<file path="config.mk">
export PLATFORM = sky130hd
export DESIGN_NAME = box_overlap_deduplicator
export DESIGN_NICKNAME = d
export VERILOG_FILES = /design/src/design/bod_pkg.sv /design/src/design/box_overlap_deduplicator.sv /design/src/design/bod_datapath.sv /design/src/design/bod_controller.sv
export SDC_FILE = /design/constraint.sdc
export NUM_CORES = 2
export LEC_CHECK = 0
export BUFFER_PORTS_ARGS = -buffer_cell sky130_fd_sc_hd__buf_2
export CORE_MARGIN = 2
export CORE_UTILIZATION = 42
export CTS_BUF_LIST = sky130_fd_sc_hd__clkbuf_2 sky130_fd_sc_hd__clkbuf_4 sky130_fd_sc_hd__clkbuf_8
export CTS_CLUSTER_DIAMETER = 30
export DETAILED_ROUTE_END_ITERATION = 10
export GPL_TIMING_DRIVEN = 0
export SLEW_MARGIN = 0
export SYNTH_ARGS = -nofsm -noshare
export SYNTH_HDL_FRONTEND = slang
export SYNTH_SLANG_ARGS = --single-unit
</file>
<file path="constraint.sdc">
create_clock -name clk -period 8.7 [get_ports clk]
set_input_delay 0.87 -clock clk [delete_from_list [all_inputs] [get_ports clk]]
set_output_delay 0.87 -clock clk [all_outputs]
set_load 0.02 [all_outputs]
</file>
<file path="src/design/bod_pkg.sv">
// Shared types and constants for the box overlap deduplicator.
`timescale 1ns / 1ps

package bod_pkg;

  localparam int MAX_REGIONS = 16;
  localparam int COORD_BITS  = 12;

  localparam int POS_W   = COORD_BITS;
  localparam int SIZE_W  = COORD_BITS + 1;
  localparam int EDGE_W  = COORD_BITS + 2;
  localparam int AREA_W  = 2 * SIZE_W;
  localparam int IDX_W   = (MAX_REGIONS > 1) ? $clog2(MAX_REGIONS) : 1;
  localparam int CNT_W   = $clog2(MAX_REGIONS + 1);
  localparam int SLOT_W  = 4;
  localparam int COUNT_W = 5;

  typedef struct packed {
    logic              first_of_list;
    logic [POS_W-1:0]  box_x;
    logic [POS_W-1:0]  box_y;
    logic [SIZE_W-1:0] box_width;
    logic [SIZE_W-1:0] box_height;
  } box_t;

  typedef struct packed {
    logic               kept;
    logic               duplicate;
    logic [SLOT_W-1:0]  match_slot;
    logic               table_full;
    logic [COUNT_W-1:0] stored_count;
  } verdict_t;

  typedef struct packed {
    logic [POS_W-1:0]  left;
    logic [POS_W-1:0]  top;
    logic [SIZE_W-1:0] wide;
    logic [SIZE_W-1:0] tall;
  } entry_t;

  // Controller to datapath.
  typedef struct packed {
    logic             load;
    logic             rd_en;
    logic [IDX_W-1:0] rd_idx;
    logic             flush;
    logic             wr_en;
    logic [IDX_W-1:0] wr_idx;
  } cmd_t;

  // Datapath to controller: one compare result per cycle, in slot order.
  typedef struct packed {
    logic             res_valid;
    logic             res_hit;
    logic [IDX_W-1:0] res_idx;
  } stat_t;

endpackage

</file>
<file path="src/design/box_overlap_deduplicator.sv">
// Top level of the box overlap deduplicator: controller, datapath, checks.
// A request is scanned against every region held after any list restart, in slot order,
//   stopping at the first hit; an empty table has nothing to scan.
// The scan reads one entry per cycle through a three-stage compare pipeline; a new request
//   is taken only after the last verdict is offered, and a stalled verdict output holds it off.
// Reset: synchronous, active high; empties the table and drops any pending verdict.
`timescale 1ns / 1ps

module box_overlap_deduplicator (
  input  logic              clk,
  input  logic              rst,
  input  logic              box_valid,
  output logic              box_ready,
  input  bod_pkg::box_t     box,
  output logic              verdict_valid,
  input  logic              verdict_ready,
  output bod_pkg::verdict_t verdict
);
  import bod_pkg::*;

  cmd_t  cmd;
  stat_t stat;

  // Sequence each request: clear on a new list, scan stored regions in slot
  // order, stop at the first overlap, then store or drop and report.
  bod_controller u_ctrl (
    .clk           (clk),
    .rst           (rst),
    .box_valid     (box_valid),
    .box_ready     (box_ready),
    .first_of_list (box.first_of_list),
    .verdict_valid (verdict_valid),
    .verdict_ready (verdict_ready),
    .verdict       (verdict),
    .cmd           (cmd),
    .stat          (stat)
  );

  // Hold the region table and run the overlap test, one entry per cycle.
  bod_datapath u_dp (
    .clk  (clk),
    .rst  (rst),
    .box  (box),
    .cmd  (cmd),
    .stat (stat)
  );

  // Every verdict has exactly one outcome.
  a_one_outcome: assert property (@(posedge clk) disable iff (rst)
    verdict_valid |-> $onehot({verdict.kept, verdict.duplicate, verdict.table_full}))
    else $error("verdict outcome not unique");

  // A taken request blocks the input until its verdict is decided.
  a_busy_after_accept: assert property (@(posedge clk) disable iff (rst)
    (box_valid && box_ready) |=> !box_ready)
    else $error("input ready right after accepting a request");

  // The table never reports more regions than it holds.
  a_count_bound: assert property (@(posedge clk) disable iff (rst)
    verdict_valid |-> (verdict.stored_count <= COUNT_W'(MAX_REGIONS)))
    else $error("stored count beyond table size");

  // A duplicate points at a region that is held.
  a_slot_held: assert property (@(posedge clk) disable iff (rst)
    (verdict_valid && verdict.duplicate) |->
      (COUNT_W'(verdict.match_slot) < verdict.stored_count))
    else $error("duplicate matched an empty slot");

endmodule

</file>
<file path="src/design/bod_datapath.sv">
// Region table and pipelined overlap compare for the box overlap deduplicator.
`timescale 1ns / 1ps

module bod_datapath (
  input  logic          clk,
  input  logic          rst,
  input  bod_pkg::box_t box,
  input  bod_pkg::cmd_t cmd,
  output bod_pkg::stat_t stat
);
  import bod_pkg::*;

  entry_t             mem [MAX_REGIONS];
  entry_t             cur;
  logic [AREA_W-1:0]  area;

  logic               s1_valid;
  logic [IDX_W-1:0]   s1_idx;
  entry_t             s1_entry;

  logic               s2_valid;
  logic [IDX_W-1:0]   s2_idx;
  logic [SIZE_W-1:0]  s2_iw;
  logic [SIZE_W-1:0]  s2_ih;
  logic [AREA_W-1:0]  s2_other;

  logic               s3_valid;
  logic [IDX_W-1:0]   s3_idx;
  logic [AREA_W-1:0]  s3_inter;
  logic [AREA_W-1:0]  s3_small;

  logic [EDGE_W-1:0]  lo_x, hi_x, lo_y, hi_y;
  logic [EDGE_W-1:0]  cur_r, cur_b, ent_r, ent_b;
  logic [SIZE_W-1:0]  iw, ih;
  logic [AREA_W+2:0]  lhs, rhs;

  // Current rectangle and its area.
  always_ff @(posedge clk) begin
    if (cmd.load) begin
      cur.left <= box.box_x;
      cur.top  <= box.box_y;
      cur.wide <= box.box_width;
      cur.tall <= box.box_height;
    end
    area <= AREA_W'(cur.wide) * AREA_W'(cur.tall);
  end

  // Region table: one write port, one registered read port.
  always_ff @(posedge clk) begin
    if (cmd.wr_en) begin
      mem[cmd.wr_idx] <= cur;
    end
    if (cmd.rd_en) begin
      s1_entry <= mem[cmd.rd_idx];
    end
  end

  // Span overlap on both axes.
  always_comb begin
    cur_r = EDGE_W'(cur.left) + EDGE_W'(cur.wide);
    cur_b = EDGE_W'(cur.top) + EDGE_W'(cur.tall);
    ent_r = EDGE_W'(s1_entry.left) + EDGE_W'(s1_entry.wide);
    ent_b = EDGE_W'(s1_entry.top) + EDGE_W'(s1_entry.tall);
    lo_x  = (cur.left > s1_entry.left) ? EDGE_W'(cur.left) : EDGE_W'(s1_entry.left);
    lo_y  = (cur.top > s1_entry.top) ? EDGE_W'(cur.top) : EDGE_W'(s1_entry.top);
    hi_x  = (cur_r < ent_r) ? cur_r : ent_r;
    hi_y  = (cur_b < ent_b) ? cur_b : ent_b;
    // overlap never exceeds either length, so it fits a size field
    iw    = (hi_x > lo_x) ? SIZE_W'(hi_x - lo_x) : '0;
    ih    = (hi_y > lo_y) ? SIZE_W'(hi_y - lo_y) : '0;
  end

  always_ff @(posedge clk) begin
    s2_idx   <= s1_idx;
    s2_iw    <= iw;
    s2_ih    <= ih;
    s2_other <= AREA_W'(s1_entry.wide) * AREA_W'(s1_entry.tall);
    s3_idx   <= s2_idx;
    s3_inter <= AREA_W'(s2_iw) * AREA_W'(s2_ih);
    s3_small <= (area < s2_other) ? area : s2_other;
    s1_idx   <= cmd.rd_idx;
  end

  always_ff @(posedge clk) begin
    if (rst || cmd.flush) begin
      s1_valid <= 1'b0;
      s2_valid <= 1'b0;
      s3_valid <= 1'b0;
    end else begin
      s1_valid <= cmd.rd_en;
      s2_valid <= s1_valid;
      s3_valid <= s2_valid;
    end
  end

  // 5 * inter > 3 * small, by shift and add.
  always_comb begin
    lhs = (AREA_W+3)'({s3_inter, 2'b00}) + (AREA_W+3)'(s3_inter);
    rhs = (AREA_W+3)'({s3_small, 1'b0}) + (AREA_W+3)'(s3_small);
    stat.res_valid = s3_valid;
    stat.res_hit   = lhs > rhs;
    stat.res_idx   = s3_idx;
  end

endmodule

</file>
<file path="src/design/bod_controller.sv">
// Sequencer for the box overlap deduplicator: scan, decide, store, report.
`timescale 1ns / 1ps

module bod_controller (
  input  logic              clk,
  input  logic              rst,
  input  logic              box_valid,
  output logic              box_ready,
  input  logic              first_of_list,
  output logic              verdict_valid,
  input  logic              verdict_ready,
  output bod_pkg::verdict_t verdict,
  output bod_pkg::cmd_t     cmd,
  input  bod_pkg::stat_t    stat
);
  import bod_pkg::*;

  typedef enum logic [2:0] {
    ST_IDLE   = 3'b001,
    ST_SCAN   = 3'b010,
    ST_FINISH = 3'b100
  } state_t;

  state_t           state, state_next;
  logic [CNT_W-1:0] count, count_next;
  logic [CNT_W-1:0] issue_idx, issue_idx_next;
  logic [CNT_W-1:0] res_cnt, res_cnt_next;
  logic             dup_hit, dup_hit_next;
  logic [IDX_W-1:0] hit_idx, hit_idx_next;
  logic             out_load;
  logic             room;
  verdict_t         verdict_next;

  assign box_ready = (state == ST_IDLE);
  assign room      = count < CNT_W'(MAX_REGIONS);

  always_comb begin
    state_next     = state;
    count_next     = count;
    issue_idx_next = issue_idx;
    res_cnt_next   = res_cnt;
    dup_hit_next   = dup_hit;
    hit_idx_next   = hit_idx;
    out_load       = 1'b0;
    cmd            = '0;
    cmd.rd_idx     = issue_idx[IDX_W-1:0];
    cmd.wr_idx     = count[IDX_W-1:0];
    verdict_next   = '0;

    unique case (state)
      ST_IDLE: begin
        if (box_valid) begin
          cmd.load       = 1'b1;
          if (first_of_list) count_next = '0;
          issue_idx_next = '0;
          res_cnt_next   = '0;
          dup_hit_next   = 1'b0;
          state_next     = ST_SCAN;
        end
      end
      ST_SCAN: begin
        cmd.rd_en = issue_idx < count;
        if (cmd.rd_en) issue_idx_next = issue_idx + 1'b1;
        if (stat.res_valid && stat.res_hit) begin
          cmd.flush    = 1'b1;
          dup_hit_next = 1'b1;
          hit_idx_next = stat.res_idx;
          state_next   = ST_FINISH;
        end else if (res_cnt == count) begin
          state_next = ST_FINISH;
        end else if (stat.res_valid) begin
          res_cnt_next = res_cnt + 1'b1;
        end
      end
      ST_FINISH: begin
        if (!verdict_valid || verdict_ready) begin
          out_load   = 1'b1;
          state_next = ST_IDLE;
          if (dup_hit) begin
            verdict_next.duplicate  = 1'b1;
            verdict_next.match_slot = SLOT_W'(hit_idx);
          end else if (room) begin
            cmd.wr_en         = 1'b1;
            count_next        = count + 1'b1;
            verdict_next.kept = 1'b1;
          end else begin
            verdict_next.table_full = 1'b1;
          end
          verdict_next.stored_count = COUNT_W'(count_next);
        end
      end
      default: state_next = ST_IDLE;
    endcase
  end

  always_ff @(posedge clk) begin
    if (rst) begin
      state         <= ST_IDLE;
      count         <= '0;
      issue_idx     <= '0;
      res_cnt       <= '0;
      dup_hit       <= 1'b0;
      verdict_valid <= 1'b0;
    end else begin
      state     <= state_next;
      count     <= count_next;
      issue_idx <= issue_idx_next;
      res_cnt   <= res_cnt_next;
      dup_hit   <= dup_hit_next;
      if (out_load) begin
        verdict_valid <= 1'b1;
      end else if (verdict_ready) begin
        verdict_valid <= 1'b0;
      end
    end
  end

  always_ff @(posedge clk) begin
    hit_idx <= hit_idx_next;
    if (out_load) verdict <= verdict_next;
  end

endmodule

</file>
After elaboration in Yosys (flattened, before gate mapping)
Memory sizes are Yosys's and may differ from the RTL's. A register that Yosys moved wholly into a read port is not among the register bits.
Index checks and enable logic that the tools add are counted.
{ "totals": {"output_inout_bits": 14, "input_bits": 55, "mem_count": 1, "ram_bits": 800, "elab_cells": 127, "ff_bits": 231} }
{ "classes": {"n_mul": 3, "muxes": 43, "n_addsub": 11, "n_reduce_logical": 16, "n_lt_le_gt_ge": 10, "n_bitwise": 2, "n_eq_ne": 13} }
{ "mem_list": {"columns": ["name", "words", "word_bits", "read_ports", "rd_clocked_by_memory_dff", "write_ports", "line", "source"], "rows": [
  ["u_dp.mem", 16, 50, 1, 1, 1, "bod_datapath.sv:13", "entry_t mem [MAX_REGIONS];"]
]} }
{ "op_table": {"columns": ["cell", "count"], "rows": [
  ["multiplier 13 x 13 -> 26 bit", 3],
  ["adder 12 x 13 -> 14 bit", 4],
  ["two-way mux 5 bit", 11],
  ["one-hot mux 5 bit (2 select lines)", 3],
  ["adder 28 x 26 -> 29 bit", 1],
  ["> comparator 29 bit", 1],
  ["adder 27 x 26 -> 28 bit", 1],
  ["> comparator 14 x 12 -> 1 bit", 2],
  ["less-than comparator 14 bit", 2],
  ["two-way mux 14 bit", 2],
  ["less-than comparator 26 bit", 1],
  ["two-way mux 26 bit", 1],
  ["subtractor 13 bit", 2],
  ["> comparator 12 bit", 2],
  ["two-way mux 12 bit", 2],
  ["two-way mux 1 bit", 18],
  ["adder 5 x 1 -> 5 bit, second input constant", 3],
  ["two-way mux 3 bit", 4],
  ["AND reduction 3 bit", 4],
  ["!= test 2 x 1 -> 1 bit, second input constant", 5],
  ["one-hot mux 3 bit (3 select lines)", 1],
  ["!= test 2 bit, second input constant", 3],
  ["nonzero test 2 bit", 3],
  ["equality test 5 bit", 1],
  ["15 further kinds", 18]
]} }

Depth between registers and ports, before layout
{ "logic_depth": {"depth_word": 7, "ltp_mapped": 33, "mapped_depth_nobuf": 31} }

By module
A second synthesis with hierarchy kept.
{ "unflattened": {"cells_unflattened": 4894, "hier_area_um2": 63995.1} }
{ "modules_own_cells": {"columns": ["module", "cells_each", "seq_area_each_um2", "instances", "area_per_inst_um2"], "rows": [
  ["bod_datapath", 4711, 29928.7, 1, 62180.9],
  ["bod_controller", 183, 880.8, 1, 1814.2]
]} }

Worst setup path after synthesis
OpenSTA, ideal clock, no wires.
{ "synth_path": {"path_type": "register to register", "start": "reg u_dp.cur[14] (netlist name)", "end": "reg u_dp.s2_iw[11]", "period_less_slack_ns": 6.518, "slack_ns": 2.182, "stages_incl_launch_ff": 31, "setup_time_ns": 0.115, "path_buffers": 2, "t_arrival_ns": 6.403, "required_ns": 8.585, "cell_sequence": "edfxtp_1 -> clkbuf_1 -> inv_1 -> fa_1 -> nor2b_1 -> o21ai_0 -> a21boi_0 -> o21ai_0 -> nand2b_1 -> xor2_1 -> ha_1 -> a2111o_1 -> a31oi_1 -> o21ai_0 -> a211oi_1 -> a21oi_1 -> mux2i_1 -> ha_1 -> inv_1 -> fa_1 -> nand2_1 -> nand2_1 -> a21oi_1 -> nand2b_1 -> a21boi_0 -> or4b_2 -> a31o_2 -> a21oi_1 -> o22ai_1 -> clkbuf_1 -> and2_1"} }
{ "synth_via": {"elab_chain_len": 4, "elab_cells_between_ends": 5, "cone_classes": "add/sub: 2; order compare: 2; mux: 1"} }
{ "synth_lines": {"columns": ["element", "line", "source"], "rows": [
  ["start: declaration", "bod_datapath.sv:14", "entry_t cur;"],
  ["adder 12 x 13 -> 14 bit (*)", "bod_datapath.sv:60", "cur_r = EDGE_W'(cur.left) + EDGE_W'(cur.wide);"],
  ["less-than comparator 14 bit", "bod_datapath.sv:66", "hi_x = (cur_r < ent_r) ? cur_r : ent_r;"],
  ["two-way mux 14 bit (*)", "bod_datapath.sv:66", null],
  ["subtractor 13 bit / > comparator 14 x 12 -> 1 bit (equally long branches)", "bod_datapath.sv:69", "iw = (hi_x > lo_x) ? SIZE_W'(hi_x - lo_x) : '0;"],
  ["end signal: assignment", "bod_datapath.sv:75", "s2_iw <= iw;"],
  ["end: declaration", "bod_datapath.sv:23", "logic [SIZE_W-1:0] s2_iw;"]
]} }
Mark *: on every way between the ends. The rest lies on a longest branch, timed or not.
A chain may end at the register's enable or synchronous reset.

Worst setup path in the final report
{ "layout_path": {"start": "reg u_dp.cur[13] (netlist name)", "end": "reg u_dp.s2_iw[2]"} }
Same word-level chain as after synthesis.

==> impl_metrics.env <==
export IMPL_worstReg2RegEnd="u_dp.s2_iw[2]$_SDFF_PP0_"
export IMPL_viasPerCell=5.34
export IMPL_cts_tree="done"
export IMPL_maxSlewViolCount=0
export IMPL_timing_final_crit_share_pct=93.0
export IMPL_final_nets=6060
export IMPL_rows=142
export IMPL_start_kind="flop"
export IMPL_netlist_area_um2=63500
export IMPL_relSlewSlack_pct=3.96
export IMPL_yosys_warnings=0
export IMPL_outcome="complete, no violations"
export IMPL_root_buffer="clkbuf_8"
export IMPL_hold_viol=0
export IMPL_vias=39523
export IMPL_cts_buffer_depth=3
export IMPL_synth_ff_type="edfxtp_1"
export IMPL_cts_clk_slew_worst_paths_ps=60
export IMPL_crit_type="flop to flop"
export IMPL_drtAntennaViolNets=0
export IMPL_start_util_pct=42.4
export IMPL_cap_violations=0
export IMPL_die_x_um=393
export IMPL_synth_edf_count=916
export IMPL_fin_crit_ps=8090
export IMPL_yosysMostFrequentCell="edfxtp_1"
export IMPL_h_tree_depth=4
export IMPL_cp_slowest_cell="edfxtp_1"
export IMPL_clock_skew_ps=30.9
export IMPL_holdPathEnd="u_dp.cur[45]$_DFFE_PP_"
export IMPL_die_area_um2=154000
export IMPL_io_pins=69
export IMPL_place_gp_congestion=0.906
export IMPL_synth_seq_cells=1081
export IMPL_reg2regPathDepth=30
export IMPL_crit_path_end_kind="flop"
export IMPL_grt_max_degree=31
export IMPL_cpPeakStageDelay_ps=1080
export IMPL_r2r_start="u_dp.cur[13]$_DFFE_PP_"
export IMPL_synth_distinct_cells=73
export IMPL_critPathMaxFanout=21
export IMPL_yosysTopAreaCellShare_pct=43.3
export IMPL_hold_path_class="primary input to flop"
export IMPL_cts_buffers=224
export IMPL_synthTopCellsByArea="edfxtp_1 (43%), fa_1 (12%), mux4_2 (8.9%), ha_1 (8.8%), dfxtp_1 (5.2%)"
export IMPL_drt_first_iter_violations=3016
export IMPL_dp_hpwl_um=120000
export IMPL_cp_required_ps=9490
export IMPL_antenna_found_initial=11
export IMPL_grt_overflow=0
export IMPL_drive_above_1_share_pct=15.0
export IMPL_synthTopCellsByCount="edfxtp_1 (916), inv_1 (625), ha_1 (447)"
export IMPL_first_global_vias=40423
export IMPL_synth_nets=5706
export IMPL_grt_pass1_wl_um=248000
export IMPL_coreArea_um2=150000
export IMPL_cp_arrival_ps=8890
export IMPL_ys_async_sr_fraction_pct=0
export IMPL_die_h_um=393
export IMPL_first_pass_iters=6
export IMPL_tightestPinTransition_ps=1440
export IMPL_tns_ps=0
export IMPL_ff2ff_setup_slack_ps=610
export IMPL_grt_usage_pct=21.4
export IMPL_clock_sinks=1081
export IMPL_io_buffers=68
export IMPL_area_growth_pct=14.4
export IMPL_max_freq_mhz=124
export IMPL_syn_avg_cell_area_um2=13.1
export IMPL_rsz0062_at_grt="false"
export IMPL_setup_viol=0
export IMPL_hold_depth=1
export IMPL_drc=0
export IMPL_yosysSeqAreaShare_pct=48.5
export IMPL_insertion_delay_ps=930
export IMPL_drt_wl_total_um=163000
export IMPL_wl_per_cell_um=22.0
export IMPL_post_synth_top_area_cell="edfxtp_1"
export IMPL_synthCells=4833
export IMPL_hold_path_startpoint="box[45]"
[worst max-delay path, delay by kind of cell, from the launching register on]
family	cells	cell delay, ps
buffers and inverters	3	370
multiplexers	1	300
XOR/XNOR	1	160
flip-flops	1	1080
AND/OR/NAND/NOR	7	1290
adder cells (fa/ha/maj)	5	1720
AO/OA/AOI/OAI	13	3030
[routing by layer]
metal / routed length [µm] / global-route usage, % / vias up
met4: 4460 / 6.83 / 4
met1: 71100 / 29.2 / 20046
met5: 21 / 0 / -
met2: 77800 / 34.9 / 1196
li1: - / - / 18028
met3: 9470 / 3.71 / 249
[kinds of logic after synthesis]
| family | after synthesis | share of synthesized area (%) |
|---|---|---|
| and+or+nand+nor | 1094 | 8.48 |
| AOI/OAI and AO/OA | 590 | 6.18 |
| xor gates and xnor gates | 167 | 2.30 |
| DFF | 1081 | 48.5 |
| buffers and inverters | 806 | 4.77 |
| adders and majority gates | 818 | 20.5 |
| muxes | 277 | 9.29 |
[sequential cells by signal, summed over array words and instances, names as in the netlist, 5 cells and up]
signal            cells
u_dp.s2_other        26
u_dp.cur             50
u_dp.s1_entry        50
u_ctrl.issue_idx      5
u_dp.mem            800
u_dp.s2_iw           13
u_dp.s3_inter        26
u_ctrl.verdict       12
u_dp.s3_small        26
u_dp.s2_ih           13
u_ctrl.count          5
u_ctrl.res_cnt        5
u_dp.area            26
[worst max-delay path by stage]
stage	startpoint	endpoint	slack, ps	cells past startpoint
CTS	u_dp.cur[14]$_DFFE_PP_	u_dp.s2_iw[11]$_SDFF_PP0_	270	30
finish	u_dp.cur[13]$_DFFE_PP_	u_dp.s2_iw[2]$_SDFF_PP0_	610	30
detailed placement	u_dp.cur[14]$_DFFE_PP_	u_dp.s2_iw[3]$_SDFF_PP0_	310	30
floorplan	u_dp.cur[14]$_DFFE_PP_	u_dp.s2_iw[11]$_SDFF_PP0_	2180	30
global placement	verdict_ready	u_dp.mem[3][12]$_DFFE_PP_	-2090	6
global route	u_dp.cur[13]$_DFFE_PP_	u_dp.s2_iw[11]$_SDFF_PP0_	80	30
[cells in the final DEF (no fill, tap or decap), types with 25 or more instances in the layout]
master       n
buf_2       71
clkbuf_8   234
nand3_1     63
a31oi_1     38
buf_12      26
nand2b_1    34
mux2i_1     25
nand2_1    359
inv_1      624
nand4_1     26
a41oi_1     29
a21o_1      90
a21oi_1    146
fa_1       371
and2_1     270
bufinv_16   29
o21a_1      29
nor2_1     155
edfxtp_1   916
clkinv_1    27
o2111ai_1   28
mux4_2     250
nor3_1      76
nor2b_1     30
clkbuf_1   151
clkbuf_4    33
clkinv_2    41
ha_1       447
buf_1       27
dfxtp_1    165
o21ai_0    101
xnor2_1    113
xor2_1      54
[layout make-up]
cell class | instances | area [µm²]
Timing Repair Buffer | 128 | 1250
Sequential cell | 1081 | 30800
Multi-Input combinational cell | 2946 | 29800
Antenna cell | 5 | 12.5
Tap cell | 2016 | 2520
Inverter | 625 | 2350
Buffer | 181 | 683
Clock buffer | 266 | 3460
Clock inverter | 154 | 1760
Fill cell | 13132 | 77300
[through the flow]
stage	setup slack (ps)	area, µm²	std cells	util (%)	hold slack [ps]
2_1_floorplan	2180	63500	4833	-	310
3_3_place_gp	-2090	66400	6917	44.3	313
3_5_place_dp	308	67400	6969	44.9	313
4_1_cts	271	72600	7393	48.4	0.694
5_1_grt	79.3	72700	7400	48.5	38.3
6_report	608	72700	7402	48.5	122
[what timing repair did]
item | CTS | global route
hold buffers | 4 | 0
resized for setup | 0 | 0
endpoints found under the setup margin | 0 | 13
buffers inserted | 0 | 4
endpoints found under the hold margin | 4 | 0
Power is left out: the tool's default activity adds up to more than one toggle a clock period on the data nets, which glitch-free logic cannot reach.
